==> src/rtl/utf8_sequence_filter_assert.svh <==
// Assertion macros shared by the filter's modules.
// Each macro expects i_clk and i_rst_n to be visible where it is used.
`ifndef UTF8_SEQUENCE_FILTER_ASSERT_SVH
`define UTF8_SEQUENCE_FILTER_ASSERT_SVH

// The expression must hold at every clock edge outside reset.
`define U8SF_ASSERT_ALWAYS(label, expr, msg) \
    label: assert property (@(posedge i_clk) disable iff (!i_rst_n) (expr)) \
        else $error(msg);

// When the condition holds, the expression must hold in the next cycle.
`define U8SF_ASSERT_NEXT(label, cond, expr, msg) \
    label: assert property (@(posedge i_clk) disable iff (!i_rst_n) \
        (cond) |=> (expr)) else $error(msg);

`endif

==> src/rtl/u8sf_pkg.sv <==
package u8sf_pkg;

    // Byte classification masks and codes.
    localparam logic [7:0] ContMask  = 8'hC0;
    localparam logic [7:0] ContCode  = 8'h80;
    localparam logic [7:0] Lead2Mask = 8'hE0;
    localparam logic [7:0] Lead2Code = 8'hC0;
    localparam logic [7:0] Lead3Mask = 8'hF0;
    localparam logic [7:0] Lead3Code = 8'hE0;
    localparam logic [7:0] Lead4Mask = 8'hF8;
    localparam logic [7:0] Lead4Code = 8'hF0;

    // Default depth of the queue between front and back.
    localparam int DefaultQueueDepth = 2;

    typedef struct packed {
        logic [7:0] in_byte;
        logic       string_end;
    } t_in_item;

    typedef struct packed {
        logic [7:0] out_byte;
        logic       byte_present;
        logic       string_done;
        logic       run_last;
    } t_out_item;

    // One burst of results caused by a single input byte.
    typedef struct packed {
        logic [3:0][7:0] bytes;
        logic [1:0]      last_idx;
        logic            present;
        logic            done;
    } t_job;

endpackage

==> src/rtl/u8sf_front.sv <==
`include "utf8_sequence_filter_assert.svh"

module u8sf_front
    import u8sf_pkg::*;
(
    input  logic     i_clk,
    input  logic     i_rst_n,
    input  logic     i_in_valid,
    input  t_in_item i_in_data,
    input  logic     i_full,
    output logic     o_in_stall,
    output logic     o_push,
    output t_job     o_job
);

    logic [2:0][7:0] r_held;
    logic [1:0]      r_hc;
    logic [1:0]      r_need;
    logic [1:0]      n_hc;
    logic [1:0]      n_need;
    logic            held_we;
    logic [1:0]      held_idx;
    logic            emit;
    logic            accept;
    logic [7:0]      b;
    t_job            job;

    assign b          = i_in_data.in_byte;
    assign o_in_stall = i_full;
    assign accept     = i_in_valid && !i_full;

    always_comb begin
        n_hc          = r_hc;
        n_need        = r_need;
        held_we       = 1'b0;
        held_idx      = 2'd0;
        emit          = 1'b0;
        job.bytes[0]  = r_held[0];
        job.bytes[1]  = r_held[1];
        job.bytes[2]  = r_held[2];
        job.bytes[3]  = b;
        job.last_idx  = 2'd0;
        job.present   = 1'b1;
        job.done      = 1'b0;

        if ((b & ContMask) == ContCode) begin
            if (r_need == 2'd1) begin
                // The final continuation completes the held sequence.
                emit             = 1'b1;
                job.bytes[r_hc]  = b;
                job.last_idx     = r_hc;
                n_hc             = 2'd0;
                n_need           = 2'd0;
            end else if (r_need > 2'd1 && r_hc < 2'd3) begin
                held_we  = 1'b1;
                held_idx = r_hc;
                n_hc     = r_hc + 2'd1;
                n_need   = r_need - 2'd1;
            end else begin
                n_hc   = 2'd0;
                n_need = 2'd0;
            end
        end else begin
            // Any open sequence is abandoned before the new byte is handled.
            n_hc   = 2'd0;
            n_need = 2'd0;
            if (!b[7]) begin
                emit         = 1'b1;
                job.bytes[0] = b;
            end else if ((b & Lead2Mask) == Lead2Code) begin
                held_we = 1'b1;
                n_hc    = 2'd1;
                n_need  = 2'd1;
            end else if ((b & Lead3Mask) == Lead3Code) begin
                held_we = 1'b1;
                n_hc    = 2'd1;
                n_need  = 2'd2;
            end else if ((b & Lead4Mask) == Lead4Code) begin
                held_we = 1'b1;
                n_hc    = 2'd1;
                n_need  = 2'd3;
            end
        end

        if (i_in_data.string_end) begin
            n_hc   = 2'd0;
            n_need = 2'd0;
            if (!emit) begin
                // Nothing to emit, so a bare end marker goes out.
                emit         = 1'b1;
                job.bytes[0] = 8'h00;
                job.present  = 1'b0;
                job.last_idx = 2'd0;
            end
            job.done = 1'b1;
        end
    end

    assign o_push = accept && emit;
    assign o_job  = job;

    always_ff @(posedge i_clk) begin
        if (!i_rst_n) begin
            r_hc   <= 2'd0;
            r_need <= 2'd0;
        end else if (accept) begin
            r_hc   <= n_hc;
            r_need <= n_need;
        end
        if (accept && held_we) begin
            r_held[held_idx] <= b;
        end
    end

    `U8SF_ASSERT_NEXT(a_end_clears, accept && i_in_data.string_end,
        r_hc == 2'd0 && r_need == 2'd0, "open sequence survived string end")
    `U8SF_ASSERT_ALWAYS(a_need_implies_held, r_need == 2'd0 || r_hc != 2'd0,
        "continuations pending with no lead held")
    `U8SF_ASSERT_ALWAYS(a_seq_length, ({1'b0, r_hc} + {1'b0, r_need}) <= 3'd4,
        "open sequence longer than four bytes")

endmodule

==> src/rtl/u8sf_queue.sv <==
`include "utf8_sequence_filter_assert.svh"

module u8sf_queue
    import u8sf_pkg::*;
#(
    parameter int Depth = DefaultQueueDepth
) (
    input  logic i_clk,
    input  logic i_rst_n,
    input  logic i_push,
    input  t_job i_job,
    input  logic i_pop,
    output logic o_full,
    output logic o_head_valid,
    output t_job o_head
);

    localparam int PtrW = (Depth > 1) ? $clog2(Depth) : 1;
    localparam int CntW = $clog2(Depth + 1);

    t_job            r_mem [Depth];
    logic [PtrW-1:0] r_wr_ptr;
    logic [PtrW-1:0] r_rd_ptr;
    logic [CntW-1:0] r_count;

    assign o_full       = (r_count == CntW'(Depth));
    assign o_head_valid = (r_count != '0);
    assign o_head       = r_mem[r_rd_ptr];

    always_ff @(posedge i_clk) begin
        if (!i_rst_n) begin
            r_wr_ptr <= '0;
            r_rd_ptr <= '0;
            r_count  <= '0;
        end else begin
            if (i_push) begin
                r_wr_ptr <= (r_wr_ptr == PtrW'(Depth - 1)) ? '0 : r_wr_ptr + 1'b1;
            end
            if (i_pop) begin
                r_rd_ptr <= (r_rd_ptr == PtrW'(Depth - 1)) ? '0 : r_rd_ptr + 1'b1;
            end
            if (i_push && !i_pop) begin
                r_count <= r_count + 1'b1;
            end else if (i_pop && !i_push) begin
                r_count <= r_count - 1'b1;
            end
        end
        if (i_push) begin
            r_mem[r_wr_ptr] <= i_job;
        end
    end

    `U8SF_ASSERT_ALWAYS(a_no_overflow, !(i_push && o_full), "push into a full queue")
    `U8SF_ASSERT_ALWAYS(a_no_underflow, !(i_pop && !o_head_valid),
        "pop from an empty queue")
    `U8SF_ASSERT_ALWAYS(a_count_range, r_count <= CntW'(Depth),
        "queue count beyond its depth")

endmodule

==> src/rtl/u8sf_back.sv <==
module u8sf_back
    import u8sf_pkg::*;
(
    input  logic      i_clk,
    input  logic      i_rst_n,
    input  logic      i_head_valid,
    input  t_job      i_head,
    input  logic      i_out_stall,
    output logic      o_pop,
    output logic      o_out_valid,
    output t_out_item o_out_data
);

    logic [1:0] r_idx;
    logic       r_out_valid;
    t_out_item  r_out;
    logic       load;
    logic       is_last;

    // With a job waiting, the output register refills when it is empty or being taken.
    assign load    = i_head_valid && (!r_out_valid || !i_out_stall);
    assign is_last = (r_idx == i_head.last_idx);
    assign o_pop   = load && is_last;

    always_ff @(posedge i_clk) begin
        if (!i_rst_n) begin
            r_idx       <= 2'd0;
            r_out_valid <= 1'b0;
        end else begin
            if (load) begin
                r_out_valid <= 1'b1;
                r_idx       <= is_last ? 2'd0 : r_idx + 2'd1;
            end else if (!i_out_stall) begin
                r_out_valid <= 1'b0;
            end
        end
        if (load) begin
            r_out.out_byte     <= i_head.bytes[r_idx];
            r_out.byte_present <= i_head.present;
            r_out.string_done  <= is_last && i_head.done;
            r_out.run_last     <= is_last;
        end
    end

    assign o_out_valid = r_out_valid;
    assign o_out_data  = r_out;

endmodule

==> src/rtl/utf8_sequence_filter.sv <==
// UTF-8 sequence filter: takes one string byte per transfer on the input
// channel and passes on only structurally complete UTF-8 sequences on the
// output channel, one byte per transfer. Both channels use valid and stall.
// An input byte that completes a sequence causes a burst of up to four
// output transfers; a byte with string_end set always causes at least one,
// a bare end marker if it completes nothing. run_last flags the final
// transfer caused by an input byte, string_done the final one of a string.
// The front part accepts one byte every cycle while the queue is not full,
// classifies it and tracks the open sequence; each burst then waits in a
// short job queue for the back part, which sends one result per cycle
// through a registered output while the output is not stalled. The
// input sustains one byte per cycle as long as the output keeps up; the
// output side delivers at most one result per cycle, so long bursts are
// absorbed by the queue and then stall the input once it fills.
// A stalled output simply holds its result; the queue fills and the input
// stall rises. Reset empties the queue and the output register and drops
// any open sequence; no clearing pass is needed.
module utf8_sequence_filter
    import u8sf_pkg::*;
#(
    parameter int QueueDepth = DefaultQueueDepth  // job queue entries, 2 or more
) (
    input  logic      i_clk,
    input  logic      i_rst_n,
    input  logic      i_in_valid,
    input  t_in_item  i_in_data,
    output logic      o_in_stall,
    output logic      o_out_valid,
    input  logic      i_out_stall,
    output t_out_item o_out_data
);

    logic full;
    logic push;
    logic pop;
    logic head_valid;
    t_job job;
    t_job head;

    // Classification and open-sequence tracking.
    u8sf_front u_front (
        .i_clk      (i_clk),
        .i_rst_n    (i_rst_n),
        .i_in_valid (i_in_valid),
        .i_in_data  (i_in_data),
        .i_full     (full),
        .o_in_stall (o_in_stall),
        .o_push     (push),
        .o_job      (job)
    );

    // Bursts waiting for the output side.
    u8sf_queue #(
        .Depth (QueueDepth)
    ) u_queue (
        .i_clk        (i_clk),
        .i_rst_n      (i_rst_n),
        .i_push       (push),
        .i_job        (job),
        .i_pop        (pop),
        .o_full       (full),
        .o_head_valid (head_valid),
        .o_head       (head)
    );

    // Serializes each burst into output transfers.
    u8sf_back u_back (
        .i_clk        (i_clk),
        .i_rst_n      (i_rst_n),
        .i_head_valid (head_valid),
        .i_head       (head),
        .i_out_stall  (i_out_stall),
        .o_pop        (pop),
        .o_out_valid  (o_out_valid),
        .o_out_data   (o_out_data)
    );

endmodule

==> config.mk <==
export PLATFORM = sky130hd
export DESIGN_NAME = utf8_sequence_filter
export DESIGN_NICKNAME = d
export VERILOG_FILES = /design/src/rtl/u8sf_pkg.sv /design/src/rtl/u8sf_front.sv /design/src/rtl/u8sf_queue.sv /design/src/rtl/u8sf_back.sv /design/src/rtl/utf8_sequence_filter.sv
export VERILOG_INCLUDE_DIRS = /design/src /design/src/rtl
export SDC_FILE = /design/constraint.sdc
export NUM_CORES = 1
export LEC_CHECK = 0
export ABC_AREA = 1
export BUFFER_PORTS_ARGS = -buffer_cell sky130_fd_sc_hd__buf_2
export CORE_MARGIN = 5
export CORE_UTILIZATION = 40
export CTS_CLUSTER_DIAMETER = 50
export DETAILED_ROUTE_END_ITERATION = 8
export GPL_TIMING_DRIVEN = 1
export HOLD_SLACK_MARGIN = 0.15
export PLACE_DENSITY = 0.62
export SLEW_MARGIN = 40
export SYNTH_ARGS = -nofsm -noshare
export SYNTH_HDL_FRONTEND = slang
export SYNTH_HIERARCHICAL = 1
export SYNTH_SLANG_ARGS = --single-unit
==> constraint.sdc <==
create_clock -name i_clk -period 9 [get_ports i_clk]
set_clock_uncertainty 0.2 [all_clocks]
set_input_delay 1.35 -clock i_clk [delete_from_list [all_inputs] [get_ports i_clk]]
set_output_delay 1.35 -clock i_clk [all_outputs]
set_load 0.02 [all_outputs]
==> qor.txt <==
Setup Buffers After CTS = 0
setup tns final = 0 ns
Setup WS post-layout = 6.17 ns
Via density = 4.82
Routed WL per cell = 15.2 µm
TritonCTS Buffers = 17
DPL Wire Length = 6380 µm
Peak Freq = 354 MHz
Avg Cell Area, Syn = 13.0 µm²
ys flop type = edfxtp_1
final period utilization = 31.4%
Clock Tree Buf Depth = 2
DR vias = 3032
Synth cell types = 30
#FFs+latches synth = 119
Synth Warn # = 6
crit-path cells = buf_2 > inv_2 > nand2_2 > nor3_1 > nand2_1 > nor2_1
Seq/Total Area, Yosys = 64.0%
total wire length = 9530 µm
# rows = 42
clk_lat worst skew = 0.40 ns
flop2flop setup slack = 6.44 ns
routability cong. = 0.796
number of max-cap violations = 0
P per Cell Area = 293 nW/µm²
Crit path largest cell delay = 0.53 ns
antenna-violating nets left = 0
initial core utilization = 40.8%
status = finished clean
Sequential Power Share = 41.0%
Die Span Y = 126 µm
Slew Limit Fails = 0
# DRC = 0
fraction of registers with async set/reset = 0%
Final #Nets = 459
Switching Fraction = 27.2%
hold bufs inserted after CTS = 0
GR Overflow Total = 0
Min-Delay Path Depth = 2
area grow syn2layout = 13.9%
Reg clk slew, reported paths = 0.05 ns
CTS resizes = 0
H-tree levels = 4
CP Data Arrival Time = 2.66 ns
Int Power = 1.31 mW
Comb pwr share = 20.6%
vias in the first global route = 3039
Hold Crit Endpoint = u_queue/r_rd_ptr
Net Sw Power = 0.489 mW
Hold Path Class = register to register
R2R depth = 14
first-pass GRT wire length = 15800 µm
hold path start = u_queue/r_rd_ptr
worst vdd ir = 0.109 mV
largest net degree at the start of global routing = 37
Post-Syn Instances = 414
gr usage total = 12.7%
Pleak = 2.35 nW
clk sink count = 119
core area = 13200 µm²
Crit Path Class = primary input to register
Worst Path Max Fanout = 9
Setup crit start kind = primary input
DIE WIDTH = 126 µm
# setup viols final = 0
number of synthesized flops with an enable pin = 107
mapped cell area = 5400 µm²
clock group share of total power = 38.4%
Port Buffers = 25
Worst Path Required = 8.83 ns
Net Count, Synth = 433
post-route minimum period = 2.83 ns
RSZ-0062 raised after global routing = false
Root Buffer = clkbuf_16
share of cells above drive strength 1 = 28.5%
worst r2r dst = u_queue/r_count[1]
I/O pin total = 26
Final Hold Fails = 0
Setup WS pre-CTS = 5.78 ns
Slew Limit Headroom = 47.1%
First-pass DRT Iterations = 4
ant diodes = 0
slowest stage cell, crit path = nor2_1
initial antenna violation count = 0
Crit. End Element = register
slew of the pin with the lowest slew margin = 0.793 ns
Die ar. = 15900 µm²
CTS tree = done
Iteration-0 DRC Markers = 206
-- final cells by class --
class | instances | area [µm²]
clock inverter | 13 | 180
sequential | 119 | 3450
inverter | 43 | 161
clock buffer | 19 | 433
tap | 176 | 220
timing repair buffer | 28 | 148
fill | 1191 | 7090
multi-input combinational | 231 | 1550
-- worst max-delay path by stage --
| stage | startpoint | end |
|---|---|---|
| final | i_in_data[7] | u_front/r_held[8] |
| after global routing | i_in_data[8] | u_front/r_held[8] |
| after CTS | i_in_data[7] | u_queue/r_mem[0][6] |
| after detailed placement | i_in_data[7] | u_front/r_held[9] |
| after global placement | i_in_data[7] | u_queue/r_mem[0][22] |
| after floorplan | i_in_data[7] | u_queue/r_mem[0][0] |
-- synthesized netlist by cell type (2+ instances only) --
| library cell | number | area, µm² |
|---|---|---|
| buf_6 | 7 | 78.8 |
| mux2_2 | 6 | 67.6 |
| dfxtp_1 | 12 | 240 |
| nand4_1 | 4 | 25.0 |
| o22ai_1 | 8 | 50.1 |
| nor3_1 | 10 | 50.1 |
| nand3_1 | 6 | 30.0 |
| nand2_1 | 52 | 195 |
| o21ai_2 | 13 | 114 |
| nand2_2 | 5 | 31.3 |
| buf_12 | 4 | 80.1 |
| buf_4 | 10 | 75.1 |
| nor2_1 | 48 | 180 |
| mux2_4 | 30 | 450 |
| edfxtp_1 | 107 | 3210 |
| inv_2 | 5 | 18.8 |
| nor2_4 | 4 | 45.0 |
| nand3_2 | 2 | 20.0 |
| o21ai_0 | 23 | 115 |
| inv_1 | 38 | 143 |
| a21oi_1 | 6 | 30.0 |
| ha_1 | 6 | 75.1 |
-- power by group through the flow --
stage | Clock, mW | Sequential (mW) | Combinational, mW
after floorplan | 0 | 0.773 | 0.289
after detailed placement | 0 | 0.750 | 0.375
after CTS | 0.703 | 0.739 | 0.377
after global placement | 0 | 0.748 | 0.371
after global routing | 0.730 | 0.747 | 0.410
final | 0.692 | 0.737 | 0.370
-- layout by cell type (no fill, tap or decap), types with 2 or more instances in the layout --
cell | synthesis | final
nand2_1 | 52 | 52
a21oi_1 | 6 | 6
clkbuf_16 | 0 | 17
nand2_2 | 5 | 5
inv_2 | 5 | 5
mux2_2 | 6 | 6
nand3_2 | 2 | 2
ha_1 | 6 | 6
nor3_1 | 10 | 10
nor2_2 | 1 | 2
nand4_1 | 4 | 4
clkinv_2 | 0 | 2
o21ai_0 | 23 | 23
edfxtp_1 | 107 | 107
inv_1 | 38 | 38
mux2_4 | 30 | 30
clkbuf_1 | 0 | 2
bufinv_16 | 0 | 4
o21ai_2 | 13 | 13
nor2_4 | 4 | 4
buf_2 | 0 | 25
dfxtp_1 | 12 | 11
nand3_1 | 6 | 6
clkinvlp_4 | 0 | 5
o22ai_1 | 8 | 8
nor2_1 | 48 | 47
buf_4 | 10 | 3
-- stage by stage --
stage / hold slack, ns / util (%) / area (µm²) / power [mW] / cells
2_1_floorplan: 0.263 / - / 5400 / 1.06 / 414
3_3_place_gp: 0.275 / 41.8 / 5540 / 1.12 / 597
3_5_place_dp: 0.291 / 41.8 / 5540 / 1.13 / 597
4_1_cts: 0.304 / 46.4 / 6150 / 1.82 / 629
5_1_grt: 0.333 / 46.4 / 6150 / 1.89 / 629
6_report: 0.303 / 46.4 / 6150 / 1.80 / 629
-- flip-flops by register name (all words and copies together), names as in the netlist, named ones only --
signal,count
u_back/r_idx,2
u_queue/r_wr_ptr,1
u_front/r_need,2
u_queue/r_rd_ptr,1
u_front/r_held,24
u_queue/r_count,2
u_back/o_out_valid,1
u_front/r_hc,2
u_queue/r_mem,72
u_back/o_out_data,11
-- logic make-up (layout without fill, tap and decap cells) --
| family | after synthesis | in the layout | share of synthesized area [%] |
|---|---|---|---|
| flip-flops | 119 | 119 | 64.0 |
| AND/OR/NAND/NOR | 137 | 137 | 11.6 |
| AO/OA/AOI/OAI | 52 | 52 | 6.16 |
| adder cells (fa/ha/maj) | 6 | 6 | 1.39 |
| multiplexers | 36 | 36 | 9.59 |
| buffers and inverters | 64 | 103 | 7.32 |
-- layer usage --
metal | global-route usage (%) | vias to the layer above | share of wire [%]
met1 | 17.0 | 1464 | 48
met3 | 3.60 | 10 | 3.9
met5 | 0 | - | 0
li1 | - | 1494 | -
met2 | 19.7 | 64 | 46
met4 | 5.30 | 0 | 1.5
-- worst max-delay path: cells and delay by family --
family,cells,cell delay [ns]
buffers and inverters,2,0.28
AND/OR/NAND/NOR,4,1.02
No activity file was read; power rests on OpenSTA's default activity.
